## src/design/crcfr_pkg.sv

```systemverilog
package crcfr_pkg;

   // Framing constants.
   localparam logic [7:0]  SYNC_BYTE = 8'hAB;
   localparam int          HDR_BYTES = 8;
   localparam logic [15:0] CRC_POLY  = 16'hA001;

   // Number of leading payload bytes kept for the message decode.
   localparam int HEAD_DEPTH = 6;
   // Command, sub-byte, key and two length bytes ahead of the value.
   localparam int MSG_HDR_BYTES = 5;

   // Length field width, wide enough for the largest supported maximum payload.
   localparam int LEN_W = 11;

   // Defaults for the top-level parameters.
   localparam int MAX_PAYLOAD_DEFAULT = 64;
   localparam int QUEUE_DEPTH_DEFAULT = 4;

   // Header byte positions.
   localparam logic [2:0] OFS_FLAGS  = 3'd1;
   localparam logic [2:0] OFS_LEN_HI = 3'd2;
   localparam logic [2:0] OFS_LEN_LO = 3'd3;
   localparam logic [2:0] OFS_CRC_HI = 3'd4;
   localparam logic [2:0] OFS_CRC_LO = 3'd5;
   localparam logic [2:0] OFS_SEQ_HI = 3'd6;
   localparam logic [2:0] OFS_SEQ_LO = 3'd7;

   // Frame status codes.
   localparam logic [1:0] STAT_CRC_BAD = 2'd0;
   localparam logic [1:0] STAT_ACK     = 2'd1;
   localparam logic [1:0] STAT_DATA    = 2'd2;
   localparam logic [1:0] STAT_MSG     = 2'd3;

   // One finished frame, as handed from the parser to the decoder.
   typedef struct packed {
      logic                    crc_ok;
      logic                    ack;
      logic                    err;
      logic [15:0]             seq;
      logic [LEN_W-1:0]        len;
      logic [HEAD_DEPTH*8-1:0] head;   // payload byte 0 in the lowest bits
   } frame_rec_type;

   // Queue status seen by the top level and the decoder.
   typedef struct packed {
      logic full;
      logic nonempty;
   } queue_stat_type;

   // One byte of CRC-16/ARC, reflected, bit at a time.
   function automatic logic [15:0] crc16_byte(input logic [15:0] crc, input logic [7:0] b);
      logic [15:0] c;
      c = crc ^ {8'h00, b};
      for (int i = 0; i < 8; i++) begin
         if (c[0]) begin
            c = (c >> 1) ^ CRC_POLY;
         end else begin
            c = c >> 1;
         end
      end
      return c;
   endfunction

endpackage

```

## src/design/crcfr_front.sv

```systemverilog
// Frame parser: hunts for the sync byte, collects the header, runs the
// payload CRC and emits one record per complete frame.
module crcfr_front #(
   parameter int MAX_PAYLOAD = crcfr_pkg::MAX_PAYLOAD_DEFAULT
) (
   input  logic                     clock,
   input  logic                     reset,
   input  logic                     byte_accept,
   input  logic [7:0]               byte_in,
   output logic                     rec_push,
   output crcfr_pkg::frame_rec_type rec
);

   localparam int OFF_W = $clog2(MAX_PAYLOAD + crcfr_pkg::HDR_BYTES + 1);
   localparam int CMP_W = crcfr_pkg::LEN_W + 1;

   logic                     in_frame_ff, in_frame_in;
   logic [OFF_W-1:0]         offset_ff, offset_in;
   logic [7:0]               len_hi_ff, len_hi_in;
   logic [crcfr_pkg::LEN_W-1:0] frame_len_ff, frame_len_in;
   logic                     too_long_ff, too_long_in;
   logic [15:0]              rx_crc_ff, rx_crc_in;
   logic [15:0]              seq_ff, seq_in;
   logic [1:0]               flags_ff, flags_in;
   logic [15:0]              crc_ff, crc_in;
   logic [7:0]               head_ff [crcfr_pkg::HEAD_DEPTH];
   logic [7:0]               head_in [crcfr_pkg::HEAD_DEPTH];

   logic [15:0]      len_full;
   logic [OFF_W-1:0] pay_idx;
   logic             last_payload;

   assign len_full     = {len_hi_ff, byte_in};
   assign pay_idx      = offset_ff - OFF_W'(crcfr_pkg::HDR_BYTES);
   assign last_payload = (CMP_W'(offset_ff) + CMP_W'(1)) ==
                         (CMP_W'(crcfr_pkg::HDR_BYTES) + CMP_W'(frame_len_ff));

   // Next-state logic for one accepted byte.
   always_comb begin
      in_frame_in  = in_frame_ff;
      offset_in    = offset_ff;
      len_hi_in    = len_hi_ff;
      frame_len_in = frame_len_ff;
      too_long_in  = too_long_ff;
      rx_crc_in    = rx_crc_ff;
      seq_in       = seq_ff;
      flags_in     = flags_ff;
      crc_in       = crc_ff;
      head_in      = head_ff;
      rec_push     = 1'b0;

      if (byte_accept) begin
         if (!in_frame_ff) begin
            // Hunting: the sync byte is header byte zero.
            if (byte_in == crcfr_pkg::SYNC_BYTE) begin
               in_frame_in = 1'b1;
               offset_in   = OFF_W'(1);
               crc_in      = 16'h0000;
            end
         end else if (offset_ff < OFF_W'(crcfr_pkg::HDR_BYTES)) begin
            offset_in = offset_ff + OFF_W'(1);
            case (offset_ff[2:0])
               crcfr_pkg::OFS_FLAGS: begin
                  flags_in = byte_in[5:4];
               end
               crcfr_pkg::OFS_LEN_HI: begin
                  len_hi_in = byte_in;
               end
               crcfr_pkg::OFS_LEN_LO: begin
                  frame_len_in = len_full[crcfr_pkg::LEN_W-1:0];
                  too_long_in  = len_full > 16'(MAX_PAYLOAD);
               end
               crcfr_pkg::OFS_CRC_HI: begin
                  rx_crc_in = {byte_in, rx_crc_ff[7:0]};
               end
               crcfr_pkg::OFS_CRC_LO: begin
                  rx_crc_in = {rx_crc_ff[15:8], byte_in};
               end
               crcfr_pkg::OFS_SEQ_HI: begin
                  seq_in = {byte_in, seq_ff[7:0]};
               end
               crcfr_pkg::OFS_SEQ_LO: begin
                  seq_in = {seq_ff[15:8], byte_in};
                  // End of header: drop an oversized frame, finish an empty one.
                  if (too_long_ff) begin
                     in_frame_in = 1'b0;
                  end else if (frame_len_ff == '0) begin
                     in_frame_in = 1'b0;
                     rec_push    = 1'b1;
                  end
               end
               default: begin
               end
            endcase
         end else begin
            // Payload byte: keep the leading bytes and fold into the CRC.
            if (pay_idx < OFF_W'(crcfr_pkg::HEAD_DEPTH)) begin
               head_in[pay_idx[2:0]] = byte_in;
            end
            crc_in    = crcfr_pkg::crc16_byte(crc_ff, byte_in);
            offset_in = offset_ff + OFF_W'(1);
            if (last_payload) begin
               in_frame_in = 1'b0;
               rec_push    = 1'b1;
            end
         end
      end
   end

   // Record of the frame that finishes with this byte.
   always_comb begin
      rec.crc_ok = (crc_in == rx_crc_ff);
      rec.ack    = flags_ff[0];
      rec.err    = flags_ff[1];
      rec.seq    = seq_in;
      rec.len    = frame_len_ff;
      for (int i = 0; i < crcfr_pkg::HEAD_DEPTH; i++) begin
         rec.head[i*8 +: 8] = head_in[i];
      end
   end

   // Control state.
   always_ff @(posedge clock) begin
      if (reset) begin
         in_frame_ff <= 1'b0;
         offset_ff   <= '0;
      end else begin
         in_frame_ff <= in_frame_in;
         offset_ff   <= offset_in;
      end
   end

   // Header fields, CRC and payload head.
   always_ff @(posedge clock) begin
      len_hi_ff    <= len_hi_in;
      frame_len_ff <= frame_len_in;
      too_long_ff  <= too_long_in;
      rx_crc_ff    <= rx_crc_in;
      seq_ff       <= seq_in;
      flags_ff     <= flags_in;
      crc_ff       <= crc_in;
      head_ff      <= head_in;
   end

endmodule

```

## src/design/crcfr_queue.sv

```systemverilog
// Short queue of finished frame records between the parser and the decoder.
module crcfr_queue #(
   parameter int DEPTH = crcfr_pkg::QUEUE_DEPTH_DEFAULT
) (
   input  logic                      clock,
   input  logic                      reset,
   input  logic                      push,
   input  crcfr_pkg::frame_rec_type  push_rec,
   input  logic                      pop,
   output crcfr_pkg::frame_rec_type  pop_rec,
   output crcfr_pkg::queue_stat_type stat
);

   localparam int PTR_W = (DEPTH > 1) ? $clog2(DEPTH) : 1;
   localparam int CNT_W = $clog2(DEPTH + 1);

   crcfr_pkg::frame_rec_type entry_ff [DEPTH];
   logic [PTR_W-1:0] wr_ptr_ff, wr_ptr_in;
   logic [PTR_W-1:0] rd_ptr_ff, rd_ptr_in;
   logic [CNT_W-1:0] count_ff, count_in;
   logic             do_push, do_pop;

   assign stat.full     = (count_ff == CNT_W'(DEPTH));
   assign stat.nonempty = (count_ff != '0);
   assign do_push       = push && !stat.full;
   assign do_pop        = pop && stat.nonempty;
   assign pop_rec       = entry_ff[rd_ptr_ff];

   // Pointer and count update with wrap at the depth.
   always_comb begin
      wr_ptr_in = wr_ptr_ff;
      rd_ptr_in = rd_ptr_ff;
      count_in  = count_ff;
      if (do_push) begin
         wr_ptr_in = (wr_ptr_ff == PTR_W'(DEPTH - 1)) ? '0 : wr_ptr_ff + PTR_W'(1);
      end
      if (do_pop) begin
         rd_ptr_in = (rd_ptr_ff == PTR_W'(DEPTH - 1)) ? '0 : rd_ptr_ff + PTR_W'(1);
      end
      if (do_push && !do_pop) begin
         count_in = count_ff + CNT_W'(1);
      end else if (do_pop && !do_push) begin
         count_in = count_ff - CNT_W'(1);
      end
   end

   always_ff @(posedge clock) begin
      if (reset) begin
         wr_ptr_ff <= '0;
         rd_ptr_ff <= '0;
         count_ff  <= '0;
      end else begin
         wr_ptr_ff <= wr_ptr_in;
         rd_ptr_ff <= rd_ptr_in;
         count_ff  <= count_in;
      end
   end

   // Entry storage.
   always_ff @(posedge clock) begin
      if (do_push) begin
         entry_ff[wr_ptr_ff] <= push_rec;
      end
   end

endmodule

```

## src/design/crcfr_back.sv

```systemverilog
// Frame decoder: classifies a finished frame, decodes the transfer message
// header and holds the result in the output register.
module crcfr_back (
   input  logic                     clock,
   input  logic                     reset,
   input  logic                     rec_valid,
   input  crcfr_pkg::frame_rec_type rec,
   input  logic [7:0]               command_code,
   output logic                     rec_pop,
   output logic                     rsp_tvalid,
   input  logic                     rsp_tready,
   output logic [47:0]              rsp_tdata,
   output logic [1:0]               rsp_tuser
);

   localparam int CMP_W = 17;

   logic        valid_ff, valid_in;
   logic [1:0]  status_ff, status_in;
   logic [15:0] seq_ff;
   logic        err_ff;
   logic [6:0]  len_ff;
   logic [7:0]  key_ff, key_in;
   logic [5:0]  vlen_ff, vlen_in;
   logic        hasv_ff, hasv_in;
   logic [7:0]  first_ff, first_in;

   logic [15:0] value_len;
   logic        is_msg;
   logic        fits;

   assign rec_pop   = rec_valid && (!valid_ff || rsp_tready);
   assign value_len = {rec.head[3*8 +: 8], rec.head[4*8 +: 8]};
   assign fits      = (CMP_W'(value_len) + CMP_W'(crcfr_pkg::MSG_HDR_BYTES)) <= CMP_W'(rec.len);
   assign is_msg    = (CMP_W'(rec.len) >= CMP_W'(crcfr_pkg::MSG_HDR_BYTES)) &&
                      (rec.head[7:0] == command_code) && fits;

   // Classification and message decode.
   always_comb begin
      status_in = crcfr_pkg::STAT_DATA;
      key_in    = 8'h00;
      vlen_in   = 6'd0;
      hasv_in   = 1'b0;
      first_in  = 8'h00;
      if (!rec.crc_ok) begin
         status_in = crcfr_pkg::STAT_CRC_BAD;
      end else if (rec.ack) begin
         status_in = crcfr_pkg::STAT_ACK;
      end else if (is_msg) begin
         status_in = crcfr_pkg::STAT_MSG;
         key_in    = rec.head[2*8 +: 8];
         vlen_in   = value_len[5:0];
         if (value_len != 16'h0000) begin
            hasv_in  = 1'b1;
            first_in = rec.head[5*8 +: 8];
         end
      end
   end

   // Output valid: set on a load, cleared when taken.
   always_comb begin
      valid_in = valid_ff;
      if (rec_pop) begin
         valid_in = 1'b1;
      end else if (rsp_tready) begin
         valid_in = 1'b0;
      end
   end

   always_ff @(posedge clock) begin
      if (reset) begin
         valid_ff <= 1'b0;
      end else begin
         valid_ff <= valid_in;
      end
   end

   // Result register.
   always_ff @(posedge clock) begin
      if (rec_pop) begin
         status_ff <= status_in;
         seq_ff    <= rec.seq;
         err_ff    <= rec.err;
         len_ff    <= rec.len[6:0];
         key_ff    <= key_in;
         vlen_ff   <= vlen_in;
         hasv_ff   <= hasv_in;
         first_ff  <= first_in;
      end
   end

   assign rsp_tvalid = valid_ff;
   assign rsp_tuser  = status_ff;
   assign rsp_tdata  = {1'b0, first_ff, hasv_ff, vlen_ff, key_ff, len_ff, err_ff, seq_ff};

endmodule

```

## src/design/crc_checked_frame_receiver.sv

```systemverilog
// Channel  Direction  Ports                                 Contents
// req      in         req_tvalid req_tready req_tdata[7:0]  one received byte
// rsp      out        rsp_tvalid rsp_tready rsp_tdata[47:0] one result per finished frame
//                     rsp_tuser[1:0]                        frame status
// csr      in         csr_valid csr_ready csr_data[7:0]     transfer command code
//
// One byte is taken every cycle while the record queue is not full; the parser folds one byte per cycle into the CRC.
// A finished frame's record passes through the record queue and then the result register.
// Reset is synchronous and clears the parser, the record queue and the result valid flag.
// req_tready drops only while the record queue is full, which happens when the
// result side stalls across several complete frames.
module crc_checked_frame_receiver #(
   parameter int MAX_PAYLOAD = crcfr_pkg::MAX_PAYLOAD_DEFAULT,
   parameter int QUEUE_DEPTH = crcfr_pkg::QUEUE_DEPTH_DEFAULT
) (
   input  logic        clock,
   input  logic        reset,
   // Received byte stream.
   input  logic        req_tvalid,
   output logic        req_tready,
   input  logic [7:0]  req_tdata,   // [7:0] byte_in
   // Frame results.
   output logic        rsp_tvalid,
   input  logic        rsp_tready,
   // [15:0] sequence_res, [16] error_flag, [23:17] payload_length,
   // [31:24] message_key, [37:32] value_length, [38] has_value,
   // [46:39] first_value, [47] zero
   output logic [47:0] rsp_tdata,
   output logic [1:0]  rsp_tuser,   // [1:0] frame_status
   // Command code register.
   input  logic        csr_valid,
   output logic        csr_ready,
   input  logic [7:0]  csr_data
);

   logic [7:0]                command_code_ff;
   logic                      byte_accept;
   logic                      rec_push;
   logic                      rec_pop;
   crcfr_pkg::frame_rec_type  push_rec;
   crcfr_pkg::frame_rec_type  pop_rec;
   crcfr_pkg::queue_stat_type q_stat;

   assign req_tready  = !q_stat.full;
   assign byte_accept = req_tvalid && req_tready;
   assign csr_ready   = 1'b1;

   // Command code register; the user must write it only while the block is idle, the block does not enforce it.
   always_ff @(posedge clock) begin
      if (reset) begin
         command_code_ff <= 8'h00;
      end else if (csr_valid && csr_ready) begin
         command_code_ff <= csr_data;
      end
   end

   crcfr_front #(
      .MAX_PAYLOAD (MAX_PAYLOAD)
   ) u_front (
      .clock       (clock),
      .reset       (reset),
      .byte_accept (byte_accept),
      .byte_in     (req_tdata),
      .rec_push    (rec_push),
      .rec         (push_rec)
   );

   crcfr_queue #(
      .DEPTH (QUEUE_DEPTH)
   ) u_queue (
      .clock    (clock),
      .reset    (reset),
      .push     (rec_push),
      .push_rec (push_rec),
      .pop      (rec_pop),
      .pop_rec  (pop_rec),
      .stat     (q_stat)
   );

   crcfr_back u_back (
      .clock        (clock),
      .reset        (reset),
      .rec_valid    (q_stat.nonempty),
      .rec          (pop_rec),
      .command_code (command_code_ff),
      .rec_pop      (rec_pop),
      .rsp_tvalid   (rsp_tvalid),
      .rsp_tready   (rsp_tready),
      .rsp_tdata    (rsp_tdata),
      .rsp_tuser    (rsp_tuser)
   );

   // A new result only follows a queued frame record.
   assert property (@(posedge clock) disable iff (reset)
      $rose(rsp_tvalid) |-> $past(q_stat.nonempty))
      else $error("result without a queued frame record");

   // Message fields stay zero unless the frame is a transfer message.
   assert property (@(posedge clock) disable iff (reset)
      (rsp_tvalid && (rsp_tuser != crcfr_pkg::STAT_MSG)) |->
         (rsp_tdata[38:24] == 15'h0000))
      else $error("message fields set on a non-message frame");

   // The first value byte is zero when the value is empty.
   assert property (@(posedge clock) disable iff (reset)
      (rsp_tvalid && !rsp_tdata[38]) |-> (rsp_tdata[46:39] == 8'h00))
      else $error("first value byte set without a value");

   // A record is never pushed into a full queue.
   assert property (@(posedge clock) disable iff (reset)
      rec_push |-> !q_stat.full)
      else $error("frame record pushed into a full queue");

endmodule

```

## config.mk

```make
export PLATFORM = sky130hd
export DESIGN_NAME = crc_checked_frame_receiver
export DESIGN_NICKNAME = d
export VERILOG_FILES = /design/src/design/crcfr_pkg.sv /design/src/design/crcfr_front.sv /design/src/design/crcfr_queue.sv /design/src/design/crcfr_back.sv /design/src/design/crc_checked_frame_receiver.sv
export SDC_FILE = /design/constraint.sdc
export NUM_CORES = 1
export LEC_CHECK = 0
export ABC_AREA = 1
export BUFFER_PORTS_ARGS = -buffer_cell sky130_fd_sc_hd__buf_2
export CAP_MARGIN = 20
export CELL_PAD_IN_SITES_DETAIL_PLACEMENT = 0
export CELL_PAD_IN_SITES_GLOBAL_PLACEMENT = 1
export CORE_MARGIN = 10
export CORE_UTILIZATION = 50
export DETAILED_ROUTE_END_ITERATION = 6
export PLACE_DENSITY_LB_ADDON = 0.05
export SLEW_MARGIN = 15
export SYNTH_ARGS = -nofsm -noshare
export SYNTH_HDL_FRONTEND = slang
export SYNTH_SLANG_ARGS = --single-unit
```

## constraint.sdc

```tcl
create_clock -name clock -period 7.45 [get_ports clock]
set_input_delay 0 -clock clock [delete_from_list [all_inputs] [get_ports clock]]
set_output_delay 0 -clock clock [all_outputs]
set_load 0.02 [all_outputs]
```

**Word level (Yosys, flattened, before mapping)**

Memories as Yosys holds them, arrays and structs flattened. A register that Yosys moved wholly into a read port is not among the register bits.
Cells that the tools add are included.

- Bits in writable memories: 312
- Memories kept: 1
- Bits in registers: 191
- Word-level logic and storage cells: 179

- Add/sub/neg operators: 9
- Reduce and logical (&&, ||, !) cells: 29
- Order comparisons: 7
- Mux-type cells: 74
- Bitwise logic cells: 15
- Equal/unequal tests: 14

Memories:

| memory | words | bits a word | read ports | clocked after Yosys merged registers in | wr ports | RTL line | text |
|---|---|---|---|---|---|---|---|
| u_queue.entry_ff | 4 | 78 | 1 | 1 | 1 | crcfr_queue.sv:17 | `crcfr_pkg::frame_rec_type entry_ff [DEPTH];` |

Operator list:

| kind | count |
|---|---|
| $mux W16 | 36 |
| $mux W48 | 4 |
| $pmux W16 S2 | 2 |
| $bwmux W48 | 1 |
| $demux W8 S3 | 1 |
| $not A2 Y3 | 8 |
| $mux W1 | 21 |
| $add A16 B3 Y17 const B | 1 |
| $le A17 B11 Y1 | 1 |
| $eq A16 B16 Y1 | 1 |
| $gt A16 B7 Y1 const B | 1 |
| $reduce_bool A16 Y1 | 1 |
| $xor A16 B8 Y16 | 1 |
| $eq A3 B3 Y1 const B | 5 |
| $mux W7 | 2 |
| $add A4 B11 Y12 const A | 1 |
| $eq A12 B12 Y1 | 1 |
| $reduce_and A4 Y1 | 3 |
| $ge A11 B3 Y1 const B | 1 |
| $logic_not A11 Y1 | 1 |
| $reduce_and A5 Y1 | 2 |
| $logic_and A1 B1 Y1 | 9 |
| $add A7 B1 Y8 const B | 1 |
| $eq A8 B8 Y1 | 1 |
| 26 further kinds | 42 |

**Depth between registers and ports, before layout**

Gate-level depths: netlist of the first run.

- Depth after elaboration: 42
- Mapped depth: 28
- Mapped depth without buffers: 26

**By module**

Synthesis of the first run repeated with hierarchy kept, for this count alone.

- Cells, all modules: 1,843
- Area total of the unflattened synthesis: 20,611.0 um^2

By module, submodules not included:

| module | cells an instance | instances | sequential area each (um^2) | area an instance (um^2) |
|---|---|---|---|---|
| crcfr_queue | 824 | 1 | 9,549.2 | 12,064.1 |
| crcfr_front | 680 | 1 | 2,902.8 | 5,476.5 |
| crcfr_back | 283 | 1 | 1,491.4 | 2,706.3 |
| crc_checked_frame_receiver | 56 | 1 | 160.2 | 364.1 |

**Least setup slack after synthesis of the first run**

OpenSTA, ideal clock, no wires.

- Kind: register -> register
- Start point: register u_front.offset_ff[2]
- End point: memory u_queue.entry_ff[0][0] (netlist name), enable pin
- Setup slack: 2.213 ns
- Cell stages (with the launch flop): 12
- Arrival time: 4.738 ns
- Clock period less this slack: 5.237 ns
- Library setup time: 0.499 ns
- Required time: 6.951 ns
- Cell sequence: dfxtp_1 > buf_1 > inv_1 > ha_1 > xnor2_1 > nor3_1 > nand4_1 > nor2_1 > nand3b_1 > nand2_1 > nand2_1 > nor2_1

- Longest elaborated chain between the ends: 9
- Elaborated cells between the ends (all ways): 12

RTL lines:

| element | RTL line | text |
|---|---|---|
| start, declared | crcfr_front.sv:18 | `logic [OFF_W-1:0] offset_ff, offset_in;` |
| start signal, assigned | crcfr_front.sv:129 | `offset_ff <= offset_in;` |
| $add A7 B1 Y8 | crcfr_front.sv:35 | `assign last_payload = (CMP_W'(offset_ff) + CMP_W'(1)) ==` |
| $eq A12 B12 Y1 | crcfr_front.sv:35 |  |
| $mux W1 | crcfr_front.sv:102 | `if (last_payload) begin` |
| $mux W1 * | crcfr_front.sv:60 | `end else if (offset_ff < OFF_W'(crcfr_pkg::HDR_BYTES)) begin` |
| $mux W1 * | crcfr_front.sv:53 | `if (!in_frame_ff) begin` |
| $mux W1 * | crcfr_front.sv:52 | `if (byte_accept) begin` |
| $logic_and A1 B1 Y1 * | crcfr_queue.sv:25 | `assign do_push = push && !stat.full;` |
| $mux W1 * | crcfr_queue.sv:61 | `if (do_push) begin` |
| $mux W1 (implied by the code) * | crcfr_queue.sv:62 | `entry_ff[wr_ptr_ff] <= push_rec;` |
| end, declared | crcfr_queue.sv:17 |  |

Every way passes the cells marked *; elsewhere a longest branch is shown, timed or not.

==> results of run 1 <==
[cell usage in the layout (no fill, tap or decap), types with 10 or more instances in the layout]
cell type / synthesis / final
buf_2: 14 / 71
nor2_1: 170 / 166
inv_1: 107 / 107
o21ai_0: 141 / 141
nand3_1: 97 / 97
clkbuf_1: 35 / 15
a32o_1: 17 / 17
xor2_1: 16 / 16
clkbuf_16: 0 / 49
nand4_1: 11 / 11
dlygate4sd3_1: 0 / 36
edfxtp_1: 367 / 367
nor2_2: 10 / 10
o22ai_1: 20 / 20
ha_1: 26 / 26
a21oi_1: 43 / 43
dfxtp_1: 98 / 96
nand2_1: 448 / 448
buf_4: 10 / 13
[timing repair]
action,in CTS,in global routing
hold buffers,36,0
endpoints found under the setup margin,0,0
hold endpoints to repair,38,0
[metrics by stage]
step	instance area (um^2)	setup WS [ns]	cells	power, uW
2_1_floorplan	18900	2.21	1708	4370
3_3_place_gp	19600	2.87	2233	4860
3_5_place_dp	19600	2.81	2233	4870
4_1_cts	21600	2.78	2359	7290
5_1_grt	21600	2.18	2359	7600
6_report	21600	2.82	2359	7210
[state kept, by name, indices dropped and copies added, names as in the netlist, 3 cells and up, named ones only]
register	count
u_front.rx_crc_ff	16
u_front.offset_ff	7
u_front.len_hi_ff	8
u_back.first_ff	8
u_front.head_ff	40
u_front.crc_ff	16
u_back.len_ff	7
u_front.seq_ff	16
u_queue.count_ff	3
command_code_ff	8
u_front.frame_len_ff	11
u_queue.entry_ff	280
u_back.seq_ff	16
u_back.key_ff	8
u_back.vlen_ff	6
[layer usage]
layer  routed length, um  share of wire [%]  vias to the layer above  GRT usage [%]
met3                2150                4.9                       75           3.30
met1               20000                 45                     5791           25.5
met4                1220                2.8                        0           6.57
met2               20700                 47                      252           31.5
li1                    -                  -                     6072              -
met5                   0                  0                        -              0
[report_power, final]
group | switching [uW] | internal [uW] | leakage [uW]
clock | 997 | 1410 | 0.000780
combinational | 1200 | 516 | 0.00351
sequential | 93.2 | 3000 | 0.00423
total | 2290 | 4920 | 0.00851
[worst register-to-register path: stages, from the launching register on]
cell and delay, ns:
dfxtp_4 0.50, inv_4 0.72, buf_4 0.73, nand2_1 0.11, nand3_1 0.10, nand2_2 0.11
nor2_1 0.11, nand2_1 0.09, nor2_2 0.10, nand2_1 0.09, nand2_1 0.07, inv_1 0.04
ha_1 0.30, nand2_1 0.08, nor2_1 0.05, o21ai_0 0.07, nand3_1 0.09, nand2_1 0.07
nand2_1 0.04, nand2_1 0.06, nand3_1 0.09, nor3_2 0.21, nand3_2 0.42, nor2_1 0.21
[layout make-up]
class	count	share of cell area (%)
multi-input cells	1062	23.8
clock inverters	18	0.927
repair buffers	120	3.77
well taps	511	2.96
flip-flops and latches	465	60.2
inverters	111	1.94
clock buffers	72	6.45
[worst paths after layout]
kind	to	cells past startpoint
worst max-delay path	u_back.vlen_ff[5]	23
worst min-delay path	u_front.len_hi_ff[6]	2
worst max register to register	u_back.vlen_ff[5]	23
worst min register to register	u_front.frame_len_ff[9]	0
[kinds of logic (layout without fill, tap and decap cells)]
family | after synthesis | in the layout | synth area share (%)
AO/OA/AOI/OAI | 247 | 247 | 7.46
XOR/XNOR | 25 | 25 | 1.16
adder cells (fa/ha/maj) | 27 | 27 | 1.83
buffers and inverters | 181 | 321 | 4.13
flip-flops | 465 | 465 | 68.9
other | 2 | 2 | 0.0398
AND/OR/NAND/NOR | 761 | 761 | 16.5
==> flow_metrics.tcl, run 1 <==
set metrics [dict create \
    io_pins 74 \
    drt_iter0_markers 884 \
    final_max_slew_viol_count 0 \
    drc_errors 0 \
    arrival_ns 5.05 \
    critPathMostFrequentCell "nand2_1" \
    crit_required_ns 7.87 \
    critPathTopFamily "simple AND/OR/NAND/NOR gates" \
    whs_ns 0.205 \
    finish.utilization_pct 57.7 \
    hold_violations 0 \
    netlist_area_um2 18900 \
    relSlewSlack_pct 31.5 \
    seq_area_frac_synth_pct 68.9 \
    htree_levels 2 \
    multi_input_area_um2 5140 \
    cts_setup_buffers 0 \
    synthArstFlopShare_pct 0 \
    dpl.hpwl_mm 27.0 \
    fin_crit_sh_pct 62.2 \
    antennaDiodeCount 0 \
    area_growth_pct 14.5 \
    synth_nets 1756 \
    fp.dieH_um 214 \
    io_buffers 71 \
    synth_common_cells "nand2_1, edfxtp_1, nor2_1" \
    grt_max_degree 94 \
    synth_edf_count 367 \
    min_from "req_tdata[6]" \
    endpoint_kind "register" \
    slowest_stage "inv_4" \
    clkLatencyLatePin_ns 0.59 \
    gp_congestion 0.821 \
    max_stage_delay_ns 0.70 \
    syn_avg_cell_area_um2 11.0 \
    ys_ff_latch 465 \
    vias 12190 \
    grt_pass1_vias 12181 \
    synthDistinctLibCells 41 \
    crit_chain "inv_4, buf_4, nand2_1, nand3_1, nand2_2, nor2_1, nand2_1, nor2_2, nand2_1, nand2_1, inv_1, ha_1, nand2_1, nor2_1, o21ai_0, nand3_1, nand2_1, nand2_1, nand2_1, nand3_1, nor3_2, nand3_2, nor2_1" \
    worstSetupPathType "reg -> reg" \
    die_area_um2 45900 \
    synth_top_area_share_pct 58.5 \
    power_leakage_uw 0.00851 \
    grt_util_all_layers_pct 19.2 \
    cts_buffers 48 \
    clock_sinks 465 \
    seqCellArea_um2 13000 \
    crit_path_max_fanout 88 \
    layout-drive-gt1-share_pct 10.0 \
    dr.pass1.iters 5 \
    grt_pass1_wl_mm 69.8 \
    antenna_found_initial 0 \
    cts_buffer_depth 3 \
    worst_pin_slew_ns 1.02 \
    netlist_instances 1708 \
    min_period_ns 4.63 \
    core-area_um2 37400 \
    die_x_um 214 \
    path_clk_slew_ns 0.06 \
    grt_overflow 0 \
    wire_per_inst_um 18.7 \
    r2r_setup_slack_ns 2.82 \
    final_net_count 1856 \
    post-synth-top-count-cell "nand2_1" \
    wl_mm 44.0 \
    critPathLaunchType "register" \
    min_path_type "in -> reg" \
    p_per_area_nw_per_um2 334 \
    max_cap_viol_count 0 \
    start_util_pct 50.4 \
    num-fill-cells 3224 \
    synth_top_area_cell "edfxtp_1" \
    vias_per_cell 5.17 \
    path_buf_inv 3 \
    synth_warnings 0 \
    synthTopCellsByArea "edfxtp_1, dfxtp_1, nand2_1" \
    antenna_left 0 \
    ir_drop_mv 0.484 \
    cts_tree "done" \
    clock_skew_ns 0.0176 \
    setup_viol 0 \
    synth-main-ff-cell "edfxtp_1" \
    clock.fmax_mhz 216 \
    status "completed" \
    cts_resized 0 \
    fin_tns_setup_ns 0 \
    cts-root-buf "clkbuf_16" \
    rsz0062_at_grt "no" \
    row_count 71 \
]
Note: power is estimated with default switching activity, not from simulation.
==> inputs of run 2 (changes only) <==
- ABC_AREA: 1 -> 0
- CORE_UTILIZATION: 50 -> 53
- clock period: 7.45 -> 4.55 ns (I/O delays scaled with it)
==> run 2 against run 1 <==
Against the previous run: area after synthesis shrank 2.7%; first-iteration DRC count shrank 45%; clock power grew 71%; sequential cell count is the same; worst setup slack lost 2.5 ns; die area shrank 7.5%; critical path type unchanged.
==> flow_metrics.tcl, run 2 <==
set metrics [dict create \
    grt_overflow 0 \
    die_area_um2 42400 \
    synth_compound_area_share_pct 3.71 \
    netlist_instances 1082 \
    final_net_count 1262 \
    crit_required_ns 4.97 \
    critPathLaunchType "register" \
    clock.fmax_mhz 236 \
    synth-main-ff-cell "edfxtp_1" \
    dpl.hpwl_mm 23.9 \
    cts_resized 0 \
    io_buffers 71 \
    p_per_area_nw_per_um2 481 \
    grt_util_all_layers_pct 18.8 \
    synth_common_cells "edfxtp_1, dfxtp_1, mux4_2" \
    final_max_slew_viol_count 0 \
    synth_warnings 0 \
    rsz0062_at_grt "no" \
    synthSimpleGateAreaFrac_pct 7.06 \
    synthArstFlopShare_pct 0 \
    seq_area_frac_synth_pct 70.8 \
    arrival_ns 4.65 \
    drc_errors 0 \
    synth_xor_area_share_pct 2.91 \
    largestRegisters "u_queue.entry_ff x280, u_front.head_ff x40" \
    cts_tree "done" \
    netlist_area_um2 18300 \
    antenna_found_initial 1 \
    clock_sinks 465 \
    ys_ff_latch 465 \
    fin_tns_setup_ns 0 \
    grt_pass1_wl_mm 60.4 \
    status "completed" \
    synth_adder_area_share_pct 1.88 \
    gp_congestion 0.844 \
    ir_drop_mv 0.328 \
    finish.utilization_pct 62.2 \
    row_count 68 \
    cts_buffer_depth 3 \
    path_clk_slew_ns 0.06 \
    synth_top_area_cell "edfxtp_1" \
    die_x_um 206 \
    cts_buffers 47 \
    area_growth_pct 16.7 \
    final_cell_count_no_fill 1709 \
    min_path_type "in -> reg" \
    vias 9574 \
    cts-root-buf "clkbuf_16" \
    setup_viol 0 \
    htree_levels 2 \
    antenna_left 0 \
    syn_avg_cell_area_um2 16.9 \
    post-synth-top-count-cell "edfxtp_1" \
    dr.pass1.iters 5 \
    crit_path_max_fanout 23 \
    wire_per_inst_um 22.9 \
    endpoint_kind "register" \
    largest_register_ffs 280 \
    fp.dieH_um 206 \
    whs_ns 0.0206 \
    start_util_pct 53.3 \
    core-area_um2 34400 \
    final_cell_mix "edfxtp_1, dfxtp_1, buf_2" \
    hold_violations 0 \
    dp.cells 1586 \
    worst_pin_slew_ns 0.853 \
    synth_top_area_share_pct 60.1 \
    clkLatencyLatePin_ns 0.56 \
    synth_edf_count 367 \
    wl_mm 39.2 \
    worstSetupPathType "reg -> reg" \
    synth_nets 1130 \
    grt_pass1_vias 10026 \
    max_cap_viol_count 0 \
    fin_crit_sh_pct 92.9 \
    io_pins 74 \
    vias_per_cell 5.60 \
    final_common_cell "edfxtp_1" \
    power_leakage_uw 0.00697 \
    synthDistinctLibCells 61 \
    drt_iter0_markers 484 \
    synthMuxAreaShare_pct 11.7 \
    top_register "u_queue.entry_ff" \
    grt_max_degree 51 \
    relSlewSlack_pct 43.1 \
    synthTopCellsByArea "edfxtp_1, dfxtp_1, mux4_2" \
    clock_skew_ns 0.0315 \
    p_total_uw 10300 \
    layout-drive-gt1-share_pct 23.5 \
    min_period_ns 4.23 \
    synth_top_family_by_area "multiplexers" \
]
run 2: changes by cell type in the layout (fill, tap and decap cells not counted), sizes merged, moves of 30 or more:
cell / change
mux2: +41
mux4: +67
inv: -85
nand2: -407
o21ai: -120
nor2: -150
and3: +30
nand3: -86
run 2: layout make-up:
class	count	area, um^2
antenna	1	2.50
clock buffer	62	1350
clock inverter	26	353
fill	2539	13000
inverter	26	97.6
multi-input combinational	540	5040
sequential	465	13000
tap	455	569
timing repair buffer	134	1000
run 2: cell families (layout without fill, tap and decap cells):
logic type | Yosys count | after routing
flip-flops | 465 | 465
AND/OR/NAND/NOR | 234 | 234
multiplexers | 121 | 121
AO/OA/AOI/OAI | 103 | 103
buffers and inverters | 77 | 248
XOR/XNOR | 53 | 53
adder cells (fa/ha/maj) | 27 | 27
other | 2 | 3
run 2: repair_timing:
item                       4_1_cts  5_1_grt
setup buffers                    0        0
setup endpoints to repair        0        0
hold buffers                    33        1
hold endpoints to repair        34        1
run 2: per-stage QoR:
stage          setup slack [ns]  area [um^2]
6_report                  0.321        21400
5_1_grt                  0.0248        21400
4_1_cts                   0.285        21400
3_5_place_dp              0.297        19400
3_3_place_gp              0.348        19300
2_1_floorplan             0.108        18300
run 2: worst paths after layout:
check	startpoint	end	slack, ns	cells past startpoint
setup / recovery	register	u_back.first_ff[4]	0.32	13
hold / removal	req_tdata[5]	u_front.len_hi_ff[5]	0.02	1
setup reg to reg	register	u_back.first_ff[4]	0.32	13
hold reg to reg	u_front.len_hi_ff[2]	u_front.frame_len_ff[10]	0.46	0
run 2: layer usage:
metal	GRT usage [%]	up-vias	wire length [um]	part of all wire (%)
li1	-	4483	-	-
met1	26.0	4870	17600	45
met2	31.1	171	19200	49
met3	2.87	50	1730	4.4
met4	4.43	0	653	1.7
met5	0	-	0	0
run 2: power breakdown:
| group | total (uW) | switching (uW) | internal [uW] |
|---|---|---|---|
| clock | 4100 | 1600 | 2500 |
| sequential | 4880 | 85.0 | 4790 |
| combinational | 1320 | 864 | 459 |
| total | 10300 | 2550 | 7750 |
run 2: worst max-delay path, cell delays in order, from the launching register on:
cell and delay [ns]:
dfxtp_4 0.37, buf_4 0.29, mux4_2 0.63, or2_2 0.32, nand4_1 0.11, xnor2_1 0.13, ha_1 0.27, a21o_1 0.18
a21o_1 0.16, a2111oi_0 0.52, a21o_1 0.20, a31oi_1 0.05, and4bb_2 0.62, and3_1 0.24
==> inputs of run 3 (changes only) <==
- CORE_UTILIZATION: 53 -> 54
- SKIP_LAST_GASP: not set -> 1
- SYNTH_HIERARCHICAL: not set -> 1
==> run 3 against run 2 <==
Against the previous run: utilization grew 0.26 points; sequential share of layout area fell by 0.24 points; sequential power decreased by 7.2%; first-iteration DRC count is 31% higher; clock skew fell by 0.011 ns.
==> flow_metrics.tcl, run 3 <==
set metrics [dict create \
    final_net_count 1274 \
    worst_pin_slew_ns 0.946 \
    final_cell_mix "edfxtp_1, dfxtp_1, buf_2" \
    htree_levels 2 \
    row_count 68 \
    cts_buffers 47 \
    drc_errors 0 \
    final_max_slew_viol_count 0 \
    critPathLaunchType "register" \
    synth_warnings 6 \
    setup_viol 0 \
    clock_sinks 465 \
    core-area_um2 34400 \
    fin_tns_setup_ns 0 \
    arrival_ns 4.49 \
    antennaDiodeCount 0 \
    final_common_cell "edfxtp_1" \
    grt_overflow 0 \
    fp.dieH_um 206 \
    start_util_pct 54.4 \
    vias_per_cell 5.74 \
    largest_register_ffs 280 \
    netlist_area_um2 18700 \
    r2r_end "u_back/key_ff[5]" \
    clock_skew_ns 0.0204 \
    hold_violations 0 \
    cts-root-buf "clkbuf_16" \
    min_period_ns 4.18 \
    layout-drive-gt1-share_pct 23.9 \
    fin_crit_sh_pct 92.0 \
    syn_avg_cell_area_um2 16.9 \
    worstSetupPathType "reg -> reg" \
    vias 9874 \
    ir_drop_mv 0.281 \
    cts_tree "done" \
    cts_buffer_depth 3 \
    crit_path_max_fanout 14 \
    synth_nets 1151 \
    whs_endpoint "u_front/in_frame_ff" \
    rsz0062_at_grt "no" \
    p_total_uw 8490 \
    clkLatencyLatePin_ns 0.56 \
    endpoint_kind "register" \
    p_per_area_nw_per_um2 395 \
    relSlewSlack_pct 36.9 \
    wl_mm 39.5 \
    dr.pass1.iters 5 \
    gp_congestion 0.817 \
    grt_util_all_layers_pct 18.9 \
    crit_required_ns 4.85 \
    wire_per_inst_um 23.0 \
    whs_path_depth 4 \
    path_clk_slew_ns 0.06 \
    io_pins 74 \
    status "completed" \
    cts_setup_buffers 0 \
    io_buffers 71 \
    netlist_instances 1103 \
    grt_pass1_vias 10074 \
    area_growth_pct 15.0 \
    antenna_left 0 \
    min_path_type "in -> reg" \
    drt_iter0_markers 636 \
    antenna_found_initial 1 \
    r2r_cells 12 \
    grt_pass1_wl_mm 60.6 \
    dpl.hpwl_mm 23.6 \
    die_x_um 206 \
    largestRegisters "u_queue/entry_ff x280, u_front/head_ff x40" \
    die_area_um2 42500 \
    top_register "u_queue/entry_ff" \
    max_cap_viol_count 0 \
    grt_max_degree 71 \
    r2r_setup_slack_ns 0.37 \
    power_leakage_uw 0.00696 \
    min_from "req_tvalid" \
    clock.fmax_mhz 239 \
]
[run 3: power breakdown]
part / internal, uW / switching [uW]
logic: 71.5 / 88.1
clock network: 2260 / 1530
registers: 4530 / 3.99
total: 6860 / 1630
[run 3: cell type report]
class	instances	area (um^2)
inverter	32	120
timing repair buffer	132	981
clock inverter	13	126
clock buffer	75	1420
tap	455	569
multi-input combinational	548	5280
fill	2567	12900
sequential	465	13000
[run 3: per-layer routing]
| metal | GRT usage (%) | up-vias | wire length [um] |
|---|---|---|---|
| met5 | 0 | - | 0 |
| met2 | 31.0 | 200 | 19300 |
| met3 | 3.31 | 57 | 1760 |
| li1 | - | 4530 | - |
| met4 | 5.26 | 0 | 820 |
| met1 | 25.5 | 5087 | 17600 |
[run 3: worst max-delay path by stage]
stage | endpoint | cells after the start | slack (ns) | from
2_1_floorplan | u_queue/entry_ff[3][0] | 8 | 0.12 | u_front/frame_len_ff[3]
3_3_place_gp | u_back/vlen_ff[5] | 12 | 0.49 | register
3_5_place_dp | u_back/vlen_ff[0] | 12 | 0.42 | register
4_1_cts | u_back/vlen_ff[0] | 12 | 0.38 | register
5_1_grt | u_back/key_ff[4] | 12 | 0.02 | register
6_report | u_back/key_ff[5] | 12 | 0.37 | register
[run 3: metrics by stage]
step	setup slack, ns	cells	area [um^2]	hold WS [ns]	util (%)
2_1_floorplan	0.115	1103	18700	0.0724	-
3_5_place_dp	0.415	1596	19600	0.250	57.0
4_1_cts	0.376	1718	21500	0.00194	62.5
3_3_place_gp	0.486	1596	19600	0.234	57.0
6_report	0.365	1720	21500	0.0194	62.5
5_1_grt	0.0219	1720	21500	0.0279	62.5
[run 3: what timing repair did]
item | 4_1_cts | 5_1_grt
hold buffers | 34 | 0
hold endpoints to repair | 36 | 0
resized for setup | 0 | 0
endpoints found under the setup margin | 0 | 5
[run 3: critical path: stages (launching register included)]
cell and delay [ns]:
dfxtp_4 0.54, mux4_2 0.62, a21oi_2 0.31, nor2_1 0.15
and3_1 0.21, xor2_1 0.14, ha_1 0.28, nand4_1 0.13
nor3_1 0.20, nor4b_1 0.08, a222oi_1 0.79, nor4b_4 0.23
and2_1 0.24
